<file path="config.mk">
export PLATFORM = sky130hd
export DESIGN_NAME = mcmn_lane
export DESIGN_NICKNAME = d
export VERILOG_FILES = /design/src/hw/rtl/motif_count_matrix_normalizer_core_defines.svh /design/src/hw/rtl/mcmn_pkg.sv /design/src/hw/rtl/mcmn_lane.sv
export SDC_FILE = /design/constraint.sdc
export NUM_CORES = 1
export LEC_CHECK = 0
export BUFFER_PORTS_ARGS = -buffer_cell sky130_fd_sc_hd__buf_2
export CAP_MARGIN = 10
export CORE_MARGIN = 2
export CORE_UTILIZATION = 25
export CTS_BUF_LIST = sky130_fd_sc_hd__clkbuf_16
export CTS_CLUSTER_SIZE = 8
export DETAILED_ROUTE_END_ITERATION = 6
export PLACE_DENSITY = 0.45
export SLEW_MARGIN = 20
export SYNTH_ARGS = -nofsm -noshare
export SYNTH_HDL_FRONTEND = slang
export SYNTH_SLANG_ARGS = --single-unit
export TNS_END_PERCENT = 1
</file>
<file path="constraint.sdc">
create_clock -name clk -period 7.65 [get_ports clk]
set_input_delay 0.765 -clock clk [delete_from_list [all_inputs] [get_ports clk]]
set_output_delay 0.765 -clock clk [all_outputs]
set_load 0.1 [all_outputs]
</file>
<file path="src/hw/rtl/motif_count_matrix_normalizer_core_defines.svh">
// ----------------------------------------------------------------------------
// Assertion macros for the motif count matrix normalizer
// Shared concurrent check helpers.
// ----------------------------------------------------------------------------
`ifndef MOTIF_COUNT_MATRIX_NORMALIZER_CORE_DEFINES_SVH
`define MOTIF_COUNT_MATRIX_NORMALIZER_CORE_DEFINES_SVH

// implication check under synchronous reset
`define MCMN_ASSERT_IMPL(label, clk_s, rst_s, ante, cons) \
  label: assert property (@(posedge clk_s) disable iff (rst_s) (ante) |-> (cons)) \
    else $error("check failed");

// next-cycle implication check
`define MCMN_ASSERT_NEXT(label, clk_s, rst_s, ante, cons) \
  label: assert property (@(posedge clk_s) disable iff (rst_s) (ante) |=> (cons)) \
    else $error("check failed");

`endif

</file>
<file path="src/hw/rtl/mcmn_pkg.sv">
// ----------------------------------------------------------------------------
// mcmn_pkg
// Types, constants and codes of the motif count matrix normalizer.
// ----------------------------------------------------------------------------
`default_nettype none
package mcmn_pkg;
  localparam int MAX_WIDTH_D  = 32;
  localparam int COUNT_BITS_D = 24;
  localparam int NUM_TABLES_D = 2;

  typedef enum logic [1:0] {
    OP_ADD = 2'd0, OP_REMOVE = 2'd1, OP_CLEAR = 2'd2, OP_NORM = 2'd3
  } op_t;

  typedef enum logic [1:0] {
    ST_OK = 2'd0, ST_CLAMP = 2'd1, ST_SAT = 2'd2, ST_RSVD = 2'd3
  } status_t;

  localparam logic [1:0] MODE_NORMAL = 2'd0;
  localparam logic [1:0] MODE_PALIN  = 2'd1;
  localparam logic [1:0] MODE_PAIRED = 2'd2;

  localparam logic [1:0] REG_MODE   = 2'd0;
  localparam logic [1:0] REG_WIDTH  = 2'd1;
  localparam logic [1:0] REG_PSEUDO = 2'd2;

  // lane update request
  typedef struct packed {
    logic en;
    logic remove;
    logic clear;
  } lane_cmd_t;

  // lane update flags
  typedef struct packed {
    logic clamp;
    logic sat;
  } lane_flag_t;

  typedef enum logic [2:0] {
    S_IDLE, S_UPD, S_RESP, S_NRD, S_NDST, S_NDIV, S_NOUT
  } state_t;
endpackage
`default_nettype wire

</file>
<file path="src/hw/rtl/mcmn_lane.sv">
// ----------------------------------------------------------------------------
// mcmn_lane
// One motif position: counts of both tables, update with saturate/clamp.
// ----------------------------------------------------------------------------
`default_nettype none
module mcmn_lane #(
  parameter int COUNT_BITS = 24
) (
  input  wire logic                  clk,
  input  wire logic                  rst,
  input  wire mcmn_pkg::lane_cmd_t   cmd,
  input  wire logic                  tsel,
  input  wire logic [1:0]            base,
  output mcmn_pkg::lane_flag_t       flag,
  output logic [COUNT_BITS-1:0]      cnt [mcmn_pkg::NUM_TABLES_D][4]
);
  import mcmn_pkg::*;

  localparam logic [COUNT_BITS-1:0] CMAX = '1;

  logic [COUNT_BITS-1:0] cur;

  assign cur = cnt[tsel][base];

  // flags of this lane for the current update
  always_comb begin
    flag.sat   = cmd.en && !cmd.clear && !cmd.remove && (cur == CMAX);
    flag.clamp = cmd.en && !cmd.clear && cmd.remove && (cur == '0);
  end

  // count registers
  always_ff @(posedge clk) begin
    if (rst) begin
      for (int t = 0; t < NUM_TABLES_D; t++)
        for (int b = 0; b < 4; b++)
          cnt[t][b] <= '0;
    end else if (cmd.en) begin
      if (cmd.clear) begin
        for (int b = 0; b < 4; b++)
          cnt[tsel][b] <= '0;
      end else if (cmd.remove) begin
        if (cur != '0) cnt[tsel][base] <= cur - COUNT_BITS'(1);
      end else begin
        if (cur != CMAX) cnt[tsel][base] <= cur + COUNT_BITS'(1);
      end
    end
  end
endmodule
`default_nettype wire

</file>
-- After elaboration in Yosys (flattened, before gate mapping)
Index checks and enable logic that the tools add are counted.
- add/subtract/negate cells: 2
- multiply operators: 0
- div/mod/pow operators: 0
- $lt $le $gt $ge: 4
- equal/unequal tests: 3
- shifts and indexed selects: 0
- multiplexer cells: 24
- bitwise gates (word level): 10
- reduce and logical (&&, ||, !) cells: 13
- operators by type and width (kind ; number):
    192-bit AND ; 4
    192-bit two-way mux ; 4
    192-bit inverter ; 4
    96-bit demux with 1-bit select ; 5
    96-bit two-way mux ; 5
    192-bit bitwise mux ; 2
    24-bit two-way mux ; 4
    72-bit two-way mux ; 1
    24-bit binary-select mux with 2-bit select ; 1
    24-bit demux with 2-bit select ; 1
    48-bit two-way mux ; 1
    24-bit by 1-bit adder with 24-bit output, second input constant ; 1
    24-bit equality test, second input constant ; 1
    24-bit zero test ; 1
    24-bit inequality test, second input constant ; 1
    24-bit nonzero test ; 1
    24-bit by 1-bit subtractor with 24-bit output, second input constant ; 1
    1-bit logical AND ; 7
    3-bit >= comparator, second input constant ; 1
    3-bit by 1-bit < comparator with 1-bit output, second input constant ; 1
    3-bit by 2-bit inequality test with 1-bit output, second input constant ; 1
    2-bit inverter with 3-bit output ; 1
    3-bit AND reduction ; 1
    3-bit nonzero test ; 1
    4 further kinds ; 5
- register bits: 192
- latch bits: 0
- memory bits (writable): 0
- bits in read-only memories: 0
- input port bits: 8
- logic and storage cells: 64
- memories kept: 0

-- Logic depth before layout (Yosys ltp)
- word-level depth: 12
- gate-level depth with buffers: 20
- mapped depth without buffers: 12

-- Worst setup path after synthesis
No wires, ideal clock.
- kind: input-to-output
- start: in base[1]
- end: out flag[0] in the netlist's numbering
- data arrival time: 5472 ps
- required time: 6885 ps
- slack: 1413 ps
- stages on the path: 13
- cells stage by stage: buf_4 buf_4 buf_4 buf_4 mux2_2 a22oi_1 o221a_2 inv_1 ha_1 nand2b_1 or4_4 or4_4 nor3_1
- RTL lines (element ; RTL line ; text):
    from (decl) ; mcmn_lane.sv:13 ; input wire logic [1:0] base,
    to (decl) ; mcmn_lane.sv:14 ; output mcmn_pkg::lane_flag_t flag,

==> out/results.txt <==
drt drc: 0
Buffers on Ports: 201
Clock Tree Buf Depth: 2
Net Sw Frac: 31.6%
Worst Hold Class: reg -> reg
antenna cells: 0
Flop pwr share: 45.2%
Biggest register: cnt
Final GP Congestion: 0.868
CP peak stage delay: 0.57 ns
# rows: 70
fin crit share: 74.1%
Static Leak: 4.56 nW
synthesized flop and latch total: 192
hold_buf cts: 0
Antenna Nets Post-Route: 0
Clock transition at path regs: 0.09 ns
Final setup viols: 0
Final Instance Area: 0.0113 mm^2
setup bufs post-CTS: 0
syn_area_per_cell: 9.27 um^2
Req. time, crit path: 6.88 ns
critical path's top delay family: buffers and inverters
combinational share of power: 13.3%
Synth top area share: 41.1%
maximum vdd drop: 146 uV
Min Hold Slack: 0.474 ns
Die Ht: 197 um
RSZ-0062 raised after global routing: false
final slew viol count: 0
core area: 0.0367 mm^2
Seq/Total Area, Yosys: 41.1%
crit start category: primary input
Slew HR: 25.0%
final hold violations: 0
Resized cells post-CTS: 0
Slowest-stage cell, CP: or4_4
via count: 9,015
first-pass GRT wire length: 59.3 mm
Worst setup EP type: primary output
dominant cell type by area after synthesis: dfxtp_1
biggest regs: cnt (192)
Synth Warn #: 0
Placed Area: 0.0107 mm^2
number of synthesized flops with an enable pin: 0
cts bufs inserted: 17
DR WL/cell: 24.9 um
NetSw: 713 uW
Starting Density: 25.5%
clock network fraction of total power: 41.5%
cell area after synthesis: 0.00936 mm^2
skew final: 0.0147 ns
crit-path cells: buf_4 > buf_4 > mux2_2 > a22oi_1 > o221a_2 > inv_1 > ha_1 > nand2b_1 > or4_4 > or4_4 > nor3_1 > buf_2
post-synth cell types: 71
max reg flops: 192
clock sinks: 192
vias in the first global route: 8,533
largest net degree at the start of global routing: 100
Synth async-reset ratio: 0%
Post-Syn Instances: 1,009
CTS tree: built
layout cells sized above 1: 27.2%
clock root buffer: clkbuf_16
H-tree lvl count: 4
syn_nets: 1,020
# Max-Cap Violations: 0
Worst-Margin Slew: 1.13 ns
Vias/cell: 5.48
worst-path fanout max: 50
top cells by area, synth: dfxtp_1 41%, a22oi_1 14%, nor2_1 7.7%
initial antenna violation count: 0
fin nets: 1,174
DP Wirelength: 28.1 mm
Total Routing Usage GR: 20.6%
CP bufs+invs: 4
kind of critical path: in -> out
fmax: 177 MHz
full die area: 0.0390 mm^2
Most used DFF post-synth: dfxtp_1
most common cell after layout, fill and taps aside: buf_2
clk_lat worst skew: 0.45 ns
Pint: 1.54 mW
most frequent cells in the layout: 198 x buf_2, 192 x dfxtp_1, 191 x nor2_1, 169 x a22oi_1, 30 x nand2_1
DR iter-0 viols: 947
status: completed
Die W: 197 um
Syn-to-layout area delta: 20.7%
final WL: 41.0 mm
IO Count: 202
grt ovf: 0
Data arrival, critical path: 4.90 ns
drt pass-1 iters: 5
Tmin final: 5.67 ns
setup TNS: 0 ns
power density over the cells: 199 mW/mm^2
-- layout make-up --
class / count / area, um^2
sequential: 192 / 3840
clock buffer: 17 / 425
tap: 468 / 586
clock inverter: 15 / 166
multi-input combinational: 711 / 5030
inverter: 18 / 67.6
timing repair buffer: 223 / 1180
fill: 3897 / 25400
-- logic make-up after synthesis --
kind of cell | share of synthesized area [%]
AO/OA/AOI/OAI | 21.6
multiplexers | 12.2
adder cells (fa/ha/maj) | 0.401
buffers and inverters | 5.63
XOR/XNOR | 2.15
flip-flops | 41.1
AND/OR/NAND/NOR | 16.9
-- cell usage after synthesis, types with 4 or more instances --
cell type  instances
nand4_1            8
a22oi_1          169
nor4_1             7
xnor2_1           15
nor2b_1            7
clkbuf_1          43
nor3_1            13
mux2i_1           29
and3_1             9
mux4_2            24
buf_6              7
dfxtp_1          192
or3_1              6
o31ai_1            5
o32ai_1            7
o211ai_1           7
nand3_1           14
o21ai_0           16
nor2_1           191
inv_1             17
nand2b_1          10
nand3b_1          12
nor3b_1            4
buf_2             25
nand2_1           30
buf_4             12
a31oi_1            5
a21oi_1           10
xor2_1             8
o22ai_1            4
a221oi_1          11
and2_1             4
or4_1              4
mux2_2            22
-- power by group through the flow --
stage          Combinational, mW  Sequential, mW  Clock [mW]
6_report                   0.299            1.02       0.935
5_1_grt                    0.314            1.02       0.994
4_1_cts                    0.297            1.02       0.952
3_5_place_dp               0.296            1.04           0
3_3_place_gp               0.296            1.04           0
2_1_floorplan              0.150            1.11           0
-- per-layer routing --
layer / vias to the layer above / share of wire (%) / global-route usage [%] / wire [um]
li1: 4081 / - / - / -
met1: 4557 / 47 / 28.8 / 19100
met2: 346 / 46 / 32.9 / 19000
met3: 31 / 5.4 / 3.33 / 2210
met4: 0 / 1.8 / 5.18 / 727
met5: - / 0 / 0 / 0
-- worst register-to-register path, cell delays in order (launching register included) --
cell and delay [ns]:
dfxtp_1 0.43, mux2_2 0.19, a22oi_1 0.06, o221a_2 0.37
inv_1 0.09, ha_1 0.14, nand2b_1 0.13, or4_4 0.53
or4_4 0.57, o211ai_2 0.45, or3_1 0.76, buf_4 0.37
a22oi_1 0.10, nor2_1 0.13
-- metrics by stage --
stage	util (%)	setup slack, ns	power (mW)	cells
2_1_floorplan	-	1.41	1.26	1009
4_1_cts	30.8	2.00	2.27	1643
3_5_place_dp	29.1	1.73	1.34	1611
6_report	30.8	1.98	2.25	1644
3_3_place_gp	29.1	1.76	1.34	1611
5_1_grt	30.8	1.88	2.33	1644
-- path summary, 6_finish.rpt --
path / to / start / slack (ns) / cells after the start
max: flag[0] / base[1] / 1.98 / 12
min: cnt[189] / cnt[189] / 0.47 / 2
max reg2reg: cnt[26] / cnt[73] / 3.26 / 13
min reg2reg: cnt[189] / cnt[189] / 0.47 / 2
(Power assumes the default switching activity.)
