--- config.mk ---
export PLATFORM = sky130hd
export DESIGN_NAME = mcmn_div
export DESIGN_NICKNAME = d
export VERILOG_FILES = /design/src/hw/rtl/motif_count_matrix_normalizer_core_defines.svh /design/src/hw/rtl/mcmn_pkg.sv /design/src/hw/rtl/mcmn_div.sv
export SDC_FILE = /design/constraint.sdc
export NUM_CORES = 1
export LEC_CHECK = 0
export ABC_AREA = 1
export BUFFER_PORTS_ARGS = -buffer_cell sky130_fd_sc_hd__buf_2
export CAP_MARGIN = 20
export CORE_MARGIN = 3
export CORE_UTILIZATION = 39
export CTS_CLUSTER_SIZE = 30
export DETAILED_ROUTE_END_ITERATION = 6
export HOLD_SLACK_MARGIN = 0.02
export PLACE_DENSITY_LB_ADDON = 0.25
export RECOVER_POWER = 100
export SKIP_CTS_REPAIR_TIMING = 1
export SYNTH_ARGS = -nofsm -noshare
export SYNTH_HDL_FRONTEND = slang
export SYNTH_SLANG_ARGS = --single-unit
--- constraint.sdc ---
create_clock -name clk -period 4.2 [get_ports clk]
set_clock_uncertainty 0.2 [all_clocks]
set_input_delay 0.84 -clock clk [delete_from_list [all_inputs] [get_ports clk]]
set_output_delay 0.84 -clock clk [all_outputs]
set_load 0.02 [all_outputs]
--- src/hw/rtl/motif_count_matrix_normalizer_core_defines.svh ---
// ----------------------------------------------------------------------------
// Assertion macros for the motif count matrix normalizer
// Shared concurrent check helpers.
// ----------------------------------------------------------------------------
`ifndef MOTIF_COUNT_MATRIX_NORMALIZER_CORE_DEFINES_SVH
`define MOTIF_COUNT_MATRIX_NORMALIZER_CORE_DEFINES_SVH

// implication check under synchronous reset
`define MCMN_ASSERT_IMPL(label, clk_s, rst_s, ante, cons) \
  label: assert property (@(posedge clk_s) disable iff (rst_s) (ante) |-> (cons)) \
    else $error("check failed");

// next-cycle implication check
`define MCMN_ASSERT_NEXT(label, clk_s, rst_s, ante, cons) \
  label: assert property (@(posedge clk_s) disable iff (rst_s) (ante) |=> (cons)) \
    else $error("check failed");

`endif

--- src/hw/rtl/mcmn_pkg.sv ---
// ----------------------------------------------------------------------------
// mcmn_pkg
// Types, constants and codes of the motif count matrix normalizer.
// ----------------------------------------------------------------------------
`default_nettype none
package mcmn_pkg;
  localparam int MAX_WIDTH_D  = 32;
  localparam int COUNT_BITS_D = 24;
  localparam int NUM_TABLES_D = 2;

  typedef enum logic [1:0] {
    OP_ADD = 2'd0, OP_REMOVE = 2'd1, OP_CLEAR = 2'd2, OP_NORM = 2'd3
  } op_t;

  typedef enum logic [1:0] {
    ST_OK = 2'd0, ST_CLAMP = 2'd1, ST_SAT = 2'd2, ST_RSVD = 2'd3
  } status_t;

  localparam logic [1:0] MODE_NORMAL = 2'd0;
  localparam logic [1:0] MODE_PALIN  = 2'd1;
  localparam logic [1:0] MODE_PAIRED = 2'd2;

  localparam logic [1:0] REG_MODE   = 2'd0;
  localparam logic [1:0] REG_WIDTH  = 2'd1;
  localparam logic [1:0] REG_PSEUDO = 2'd2;

  // lane update request
  typedef struct packed {
    logic en;
    logic remove;
    logic clear;
  } lane_cmd_t;

  // lane update flags
  typedef struct packed {
    logic clamp;
    logic sat;
  } lane_flag_t;

  typedef enum logic [2:0] {
    S_IDLE, S_UPD, S_RESP, S_NRD, S_NDST, S_NDIV, S_NOUT
  } state_t;
endpackage
`default_nettype wire

--- src/hw/rtl/mcmn_div.sv ---
// ----------------------------------------------------------------------------
// mcmn_div
// Restoring divider, one quotient bit a cycle.
// ----------------------------------------------------------------------------
`default_nettype none
module mcmn_div #(
  parameter int NB = 56,
  parameter int QB = 17
) (
  input  wire logic          clk,
  input  wire logic          rst,
  input  wire logic          start,
  input  wire logic [NB-1:0] num,
  input  wire logic [NB-1:0] den,
  output logic               done,
  output logic [QB-1:0]      quo
);
  import mcmn_pkg::*;

  localparam int CW = $clog2(NB + 1);

  logic [NB-1:0] rem;
  logic [NB-1:0] nsh;
  logic [NB-1:0] dv;
  logic [CW-1:0] cnt;
  logic          busy;
  logic [NB:0]   trial;

  assign trial = {rem, nsh[NB-1]};

  // shift-subtract step; quotient bits above QB are always zero
  always_ff @(posedge clk) begin
    if (rst) begin
      busy <= 1'b0;
      done <= 1'b0;
    end else begin
      done <= 1'b0;
      if (start) begin
        busy <= 1'b1;
        cnt  <= CW'(NB);
      end else if (busy) begin
        cnt <= cnt - CW'(1);
        if (cnt == CW'(1)) begin
          busy <= 1'b0;
          done <= 1'b1;
        end
      end
    end
  end

  always_ff @(posedge clk) begin
    if (start) begin
      rem <= '0;
      nsh <= num;
      dv  <= den;
      quo <= '0;
    end else if (busy) begin
      nsh <= nsh << 1;
      if (trial >= {1'b0, dv}) begin
        rem <= NB'(trial - {1'b0, dv});
        quo <= {quo[QB-2:0], 1'b1};
      end else begin
        rem <= NB'(trial);
        quo <= {quo[QB-2:0], 1'b0};
      end
    end
  end
endmodule
`default_nettype wire

; ---- Yosys cells after proc, flatten, opt, wreduce, memory -nomap -nowiden
; Cells that the tools add are included.
[totals]
reg_bits = 193
wordCells = 25
output_inout_bits = 18
[classes]
n_eq_ne = 1
n_reduce_logical = 3
bitwise_logic = 2
n_addsub = 2
n_lt_le_gt_ge = 1
n_mux = 9
[ops]
columns = operator, n
row1 = 56-bit two-way mux, 3
row2 = 57-bit by 56-bit greater-or-equal comparator with 1-bit output, 1
row3 = 56-bit subtractor, 1
row4 = 6-bit by 1-bit == test with 1-bit output (second input constant), 1
row5 = 6-bit two-way mux, 1
row6 = 6-bit by 1-bit subtractor with 6-bit output (second input constant), 1
row7 = 1-bit two-way mux, 5
row8 = 3-bit OR reduction, 1
row9 = 1-bit NOT, 2
row10 = 2-bit AND reduction, 1
row11 = 2-bit nonzero test, 1

; ---- Depth between registers and ports, before layout
; Gate-level depths: netlist (run 1).
[depth]
word_depth = 4
depth_mapped = 20

; ---- Worst setup path before layout (run 1)
; Ideal clock, no wire load.
[synth_path]
path_type = input port to flip-flop
start = input start
end = register nsh[0], enable pin
required_ns = 3.558
path_buffers = 2
stages = 4
arrival_ns = 3.077
setup_slack_ns = 0.480
cell_sequence = clkbuf_1 > nor2_1 > inv_1 > clkbuf_1
[synth_via]
elab_chain_len = 1
[synth_rtl]
columns = item, line
row1 = "start, declared", mcmn_div.sv:12  ; input wire logic start,
row2 = 2-bit nonzero test (no line), -
row3 = "end signal, assigned", mcmn_div.sv:54  ; nsh <= num;
row4 = "end signal, assigned", mcmn_div.sv:58  ; nsh <= nsh << 1;
row5 = "end, declared", mcmn_div.sv:23  ; logic [NB-1:0] nsh;
; No other way between the ends.
; A chain may end at the register's enable or synchronous reset.

; ---- Worst setup path in the final report (run 1)
[layout_path]
start = input start
end = register cnt[4], data pin
[layout_rtl]
columns = item, line
row1 = "end signal, assigned", mcmn_div.sv:40  ; cnt <= CW'(NB);
row2 = "end signal, assigned", mcmn_div.sv:42  ; cnt <= cnt - CW'(1);
row3 = "end, declared", mcmn_div.sv:25  ; logic [CW-1:0] cnt;
; No word-level cell between the ends.

==> impl_metrics.json, run 1 <==
{
  "outcome": "finished with violations",
  "violations": "max-capacitance violations, max-slew violations",
  "grt_overflow": 0,
  "drc": 0,
  "period_share": 0.7580,
  "crit_chain": "buf_4, inv_1, clkbuf_1, nand3_1",
  "ys_seq_area_frac": 0.3997,
  "htreeDepth": 4,
  "vias": 11520,
  "syn_nets": 2068,
  "r2r_slack_ns": 1.04,
  "critPathMaxFanout": 57,
  "hold_viol_final": 0,
  "grt_pass1_vias": 10930,
  "clkSlewWorstSetupHoldPaths_ns": 0.08,
  "io_pins": 133,
  "drtIter0Drc": 700,
  "max_stage_delay_ns": 1.64,
  "met1_usage": 0.2965,
  "ant_nets": 0,
  "ir_drop_uv": 301.5,
  "wl_mm": 36.07,
  "top_usage_layer": "met2",
  "crit_type": "in -> reg",
  "viasPerCell": 4.747,
  "gp_congestion": 0.9711,
  "cts.path.max_buffers": 2,
  "antenna_found_initial": 2,
  "hp-start": "rem[37]$_SDFFE_PP0P_",
  "clock_sinks": 193,
  "area_growth_pct": 12.51,
  "hpwlAfterDp_mm": 27.99,
  "row_count": 65,
  "p_per_area_mw_per_mm2": 302.8,
  "met2_usage": 0.3384,
  "wl_per_cell_um": 14.86,
  "avgSynthCellArea_um2": 6.664,
  "yosys_warnings": 0,
  "initial_utilization": 0.3979,
  "dr.pass1.iters": 6,
  "maxCapViolCount": 3,
  "leakage_uw": 0.007786,
  "end_kind": "register",
  "clk_latency_ns": 0.47,
  "worstPathRequired_ns": 4.12,
  "nNetsFinal": 2186,
  "synth_seq_cells": 193,
  "netlist_area_mm2": 0.01262,
  "dieHeight_um": 185.9,
  "fin_crit_ns": 3.184,
  "setup.worst_path.start": "start",
  "grtUsageMet3": 0.04729,
  "grt_pass1_wl_mm": 57.33,
  "core-area_mm2": 0.03172,
  "setup_tns_ns": 0,
  "antenna_cells": 0,
  "setup_viol": 0,
  "slowest_stage": "clkbuf_1",
  "startpoint_type": "input pin",
  "maxSlewViolCount": 227,
  "fin_util": 0.4477,
  "layout-drive-gt1-share": 0.08444,
  "arrival_ns": 3.10,
  "hold_class": "reg -> reg",
  "clockRootBuffer": "clkbuf_16",
  "numPortBuffers": 132,
  "max_freq_mhz": 314.1,
  "rsz0062_at_grt": "no",
  "slew_headroom": -0.5448,
  "grt_max_degree": 91,
  "synth.distinct_cells": 34,
  "cts_tree": "done",
  "grt_usage": 0.2129,
  "die_x_um": 185.9,
  "reg2reg_from": "dv[21]$_DFFE_PP_",
  "fp.dieArea_mm2": 0.03456,
  "tightest_slew_ns": 2.317,
  "syn_inst": 1894,
  "cts_buffers": 17
}
-- flip-flops by register name, indices dropped and copies added, names as in the netlist --
signal / flops
done: 1
rem: 56
nsh: 56
dv: 56
quo: 17
cnt: 6
busy: 1
-- layer usage --
layer	share of wire	up-vias
met2	0.44	265
li1	-	6068
met5	0.00064	-
met3	0.053	27
met1	0.49	5156
met4	0.016	4
-- path summary, 6_finish.rpt --
| path | end | cells past startpoint |
|---|---|---|
| max | cnt[4]$_SDFFCE_PP1P_ | 4 |
| min | rem[37]$_SDFFE_PP0P_ | 2 |
| max reg2reg | rem[55]$_SDFFE_PP0P_ | 14 |
| min reg2reg | rem[37]$_SDFFE_PP0P_ | 2 |
-- cell usage after synthesis (all sizes together) --
cell type | instances | area, um2
nand2 | 866 | 3263
dfxtp | 75 | 1501
nor4 | 2 | 27.53
and2 | 1 | 6.260
fa | 1 | 20.02
edfxtp | 118 | 3543
inv | 345 | 1295
nor2 | 97 | 384.1
o21ai | 25 | 125.1
xor2 | 21 | 183.9
clkbuf | 26 | 97.59
o21bai | 10 | 75.07
ha | 58 | 725.7
nand4 | 14 | 87.58
nand3 | 126 | 643.1
o22ai | 15 | 93.84
a21oi | 53 | 265.3
buf | 16 | 105.1
nor3 | 7 | 40.04
xnor2 | 3 | 26.28
nand3b | 13 | 97.59
or2 | 1 | 6.260
o21a | 1 | 7.510
-- final cells by class --
cell class / count / area (um2)
fill: 3389 / 17520
tap: 402 / 503.0
inverter: 345 / 1295
clock inverter: 15 / 173.9
clock buffer: 17 / 425.4
sequential: 193 / 5045
timing repair buffer: 141 / 694.4
multi-input combinational: 1314 / 6063
-- power by group --
| group | internal, uW | total (uW) | leakage, uW | switching (uW) |
|---|---|---|---|---|
| Clock | 851 | 1680 | 0.000294 | 826 |
| Sequential | 2130 | 2160 | 0.00178 | 30.5 |
| Combinational | 153 | 458 | 0.00571 | 305 |
-- per-stage QoR --
stage                     cells  hold WS [ns]  setup WS [ns]  power (uW)  instance area, um2
after global routing       2427        0.2958         0.6439        4501               14200
final                      2427        0.2721          1.016        4300               14200
after detailed placement   2395        0.2528         0.9499        2664               13660
after global placement     2395        0.2446          1.003        2660               13660
after floorplan            1894        0.2436         0.4801        2495               12620
after CTS                  2427        0.2746          1.163        4352               14260
-- cell usage in the layout (no fill, tap or decap), types with 3 or more instances in the layout --
master / n
dfxtp_1: 75
o21bai_1: 10
nor2_1: 92
inv_2: 9
nand4_1: 14
inv_1: 334
a21oi_1: 53
clkbuf_16: 17
nor2_2: 5
ha_1: 58
clkbuf_2: 3
inv_6: 3
nand2_1: 864
nand3_1: 125
nand3b_1: 13
nor3_1: 7
clkinv_8: 3
xnor2_1: 3
inv_8: 4
edfxtp_1: 118
buf_2: 111
clkbuf_1: 21
buf_4: 6
o22ai_1: 15
xor2_1: 21
o21ai_0: 23
-- worst max-delay path: cells and delay by family --
kind / cells / cell delay, ns
buffers and inverters: 3 / 2.01
and+or+nand+nor: 1 / 0.21
-- kinds of logic (layout without fill, tap and decap cells) --
group / count (synthesis) / in the layout / synth area share
and+or+nand+nor: 1127 / 1127 / 0.3610
DFF: 193 / 193 / 0.3997
xor gates and xnor gates: 24 / 24 / 0.01666
adders and majority gates: 59 / 59 / 0.05909
buffers and inverters: 387 / 518 / 0.1187
AOI/OAI and AO/OA: 104 / 104 / 0.04491
Note: power is estimated with default switching activity, not from simulation.
==> inputs of run 2 (changes only) <==
==> constraint.sdc (replaced) <==
create_clock -name clk -period 3.15 [get_ports clk]
set_clock_uncertainty 0.2 [all_clocks]
set_input_delay 0.63 -clock clk [delete_from_list [all_inputs] [get_ports clk]]
set_output_delay 0.63 -clock clk [all_outputs]
set_load 0.02 [all_outputs]
==> impl_metrics.json, run 2 (synthesis gave the netlist of run 1 again) <==
{
  "outcome": "completed",
  "pwr-share-comb": 0.109,
  "sw_frac_of_total": 0.2629,
  "reg2reg_from": "dv[49]$_DFFE_PP_",
  "maxSlewViolCount": 0,
  "whs_endpoint": "dv[42]$_DFFE_PP_",
  "numPortBuffers": 132,
  "startpoint_type": "register",
  "vias": 11830,
  "row_count": 65,
  "ir_drop_uv": 397.8,
  "clock_sinks": 193,
  "setup_viol": 0,
  "wl_per_cell_um": 15.54,
  "power.internal_uw": 4162,
  "multiInputGateArea_mm2": 0.006088,
  "layout-drive-gt1-share": 0.09158,
  "power_uw": 5647,
  "rr_endpoint": "rem[31]$_SDFFE_PP0P_",
  "antenna_cells": 0,
  "period_share": 0.9421,
  "dieHeight_um": 185.9,
  "critPathMaxFanout": 33,
  "nNetsFinal": 2203,
  "clockRootBuffer": "clkbuf_16",
  "end_kind": "register",
  "maxCapViolCount": 0,
  "rsz0062_at_grt": "no",
  "clkSlewWorstSetupHoldPaths_ns": 0.07,
  "slew_headroom": 0.07104,
  "grt_overflow": 0,
  "grt_pass1_wl_mm": 59.48,
  "register_area_mm2": 0.005045,
  "arrival_ns": 3.12,
  "leakage_uw": 0.007867,
  "grt_pass1_vias": 11180,
  "layout_common_cells": "nand2_1 (863), inv_1 (335), nand3_1 (125), edfxtp_1 (118), buf_2 (112)",
  "cts.path.max_buffers": 2,
  "initial_utilization": 0.3979,
  "drtIter0Drc": 887,
  "top_regs": "dv x56, nsh x56, rem x56",
  "hold_viol_final": 0,
  "clk_latency_ns": 0.46,
  "drc": 0,
  "crit_buf_inv": 3,
  "switching_power_uw": 1485,
  "gp_congestion": 0.9998,
  "io_pins": 133,
  "fin_crit_ns": 2.968,
  "viasPerCell": 4.840,
  "ff2ff_path_depth": 15,
  "tightest_slew_ns": 1.393,
  "p_per_area_mw_per_mm2": 393.7,
  "r2r_slack_ns": 0.18,
  "setup_tns_ns": 0,
  "cp_top_family": "simple AND/OR/NAND/NOR gates",
  "area_growth_pct": 13.65,
  "max_stage_delay_ns": 0.43,
  "cts_buffers": 17,
  "max_freq_mhz": 337.0,
  "layout_commonest_cell": "nand2_1",
  "wl_mm": 37.98,
  "pwr-share-clk": 0.380,
  "dr.pass1.iters": 7,
  "crit_chain": "inv_1, ha_1, nand2_1, nor2_1, nand2_1, nor2_1, nand2_1, nand2_1, nor2_4, clkbuf_1, buf_12, nand3_1, nand2_1, nand2_1, nand2_1",
  "grt_max_degree": 73,
  "hpwlAfterDp_mm": 29.96,
  "htreeDepth": 4,
  "crit_type": "reg -> reg",
  "ant_nets": 0,
  "fillCellCount": 3419,
  "hold_depth": 1,
  "fin_util": 0.4522,
  "core-area_mm2": 0.03172,
  "die_x_um": 185.9,
  "grt_usage": 0.2229,
  "crit_top_cell": "nand2_1",
  "worstPathRequired_ns": 3.31,
  "hold_class": "in -> reg",
  "antenna_found_initial": 4,
  "slowest_stage": "ha_1",
  "cts_tree": "done",
  "hp-start": "den[42]",
  "fp.dieArea_mm2": 0.03456,
  "share_seq_of_total_power": 0.511
}
run 2: power by group through the flow:
stage | clock (uW) | sequential (uW) | combinational [uW]
after floorplan | 0 | 2930 | 395
after global placement | 0 | 2940 | 622
after global routing | 2290 | 2900 | 706
after detailed placement | 0 | 2940 | 627
after CTS | 2210 | 2890 | 630
final | 2140 | 2890 | 617
run 2: worst max-delay path by stage:
stage                     start                   end  slack [ns]  depth (start not counted)
3_5_place_dp   dv[32]$_DFFE_PP_  rem[51]$_SDFFE_PP0P_        0.14                         17
6_report       dv[49]$_DFFE_PP_  rem[31]$_SDFFE_PP0P_        0.18                         15
4_1_cts        dv[53]$_DFFE_PP_  rem[55]$_SDFFE_PP0P_        0.11                         15
3_3_place_gp   dv[53]$_DFFE_PP_  rem[49]$_SDFFE_PP0P_        0.12                         15
2_1_floorplan             start  nsh[0]$_SDFFCE_PN0N_        0.57                          4
5_1_grt        dv[32]$_DFFE_PP_   rem[2]$_SDFFE_PP0P_        0.07                         16
run 2: cell type report:
class	instances	share of cell area
tap	402	0.03507
sequential	193	0.3517
timing repair buffer	158	0.05932
multi-input combinational	1314	0.4245
clock buffer	21	0.03070
inverter	345	0.09028
clock inverter	11	0.008461
run 2: metrics by stage:
stage / hold slack, ns / area, um2 / std cells / setup slack (ns)
after global routing: 0.1244 / 14340 / 2444 / 0.06990
after CTS: 0.1217 / 14390 / 2441 / 0.1054
final: 0.1430 / 14340 / 2444 / 0.1825
after floorplan: 0.2436 / 12620 / 1894 / 0.5689
after detailed placement: 0.2461 / 13830 / 2409 / 0.1352
after global placement: 0.2459 / 13830 / 2409 / 0.1244
run 2: worst reg2reg max path: cells and delay by family, from the launching register on:
| kind | cells | cell delay, ns |
|---|---|---|
| adders and majority gates | 1 | 0.43 |
| and+or+nand+nor | 11 | 1.55 |
| buffers and inverters | 3 | 0.36 |
| DFF | 1 | 0.33 |
run 2: metal layers:
metal,up-vias,GRT usage,routed length [um]
met5,-,0,42
met4,8,0.06911,961
met3,58,0.04827,2411
met2,333,0.3552,16720
met1,5352,0.3040,17850
li1,6077,-,-
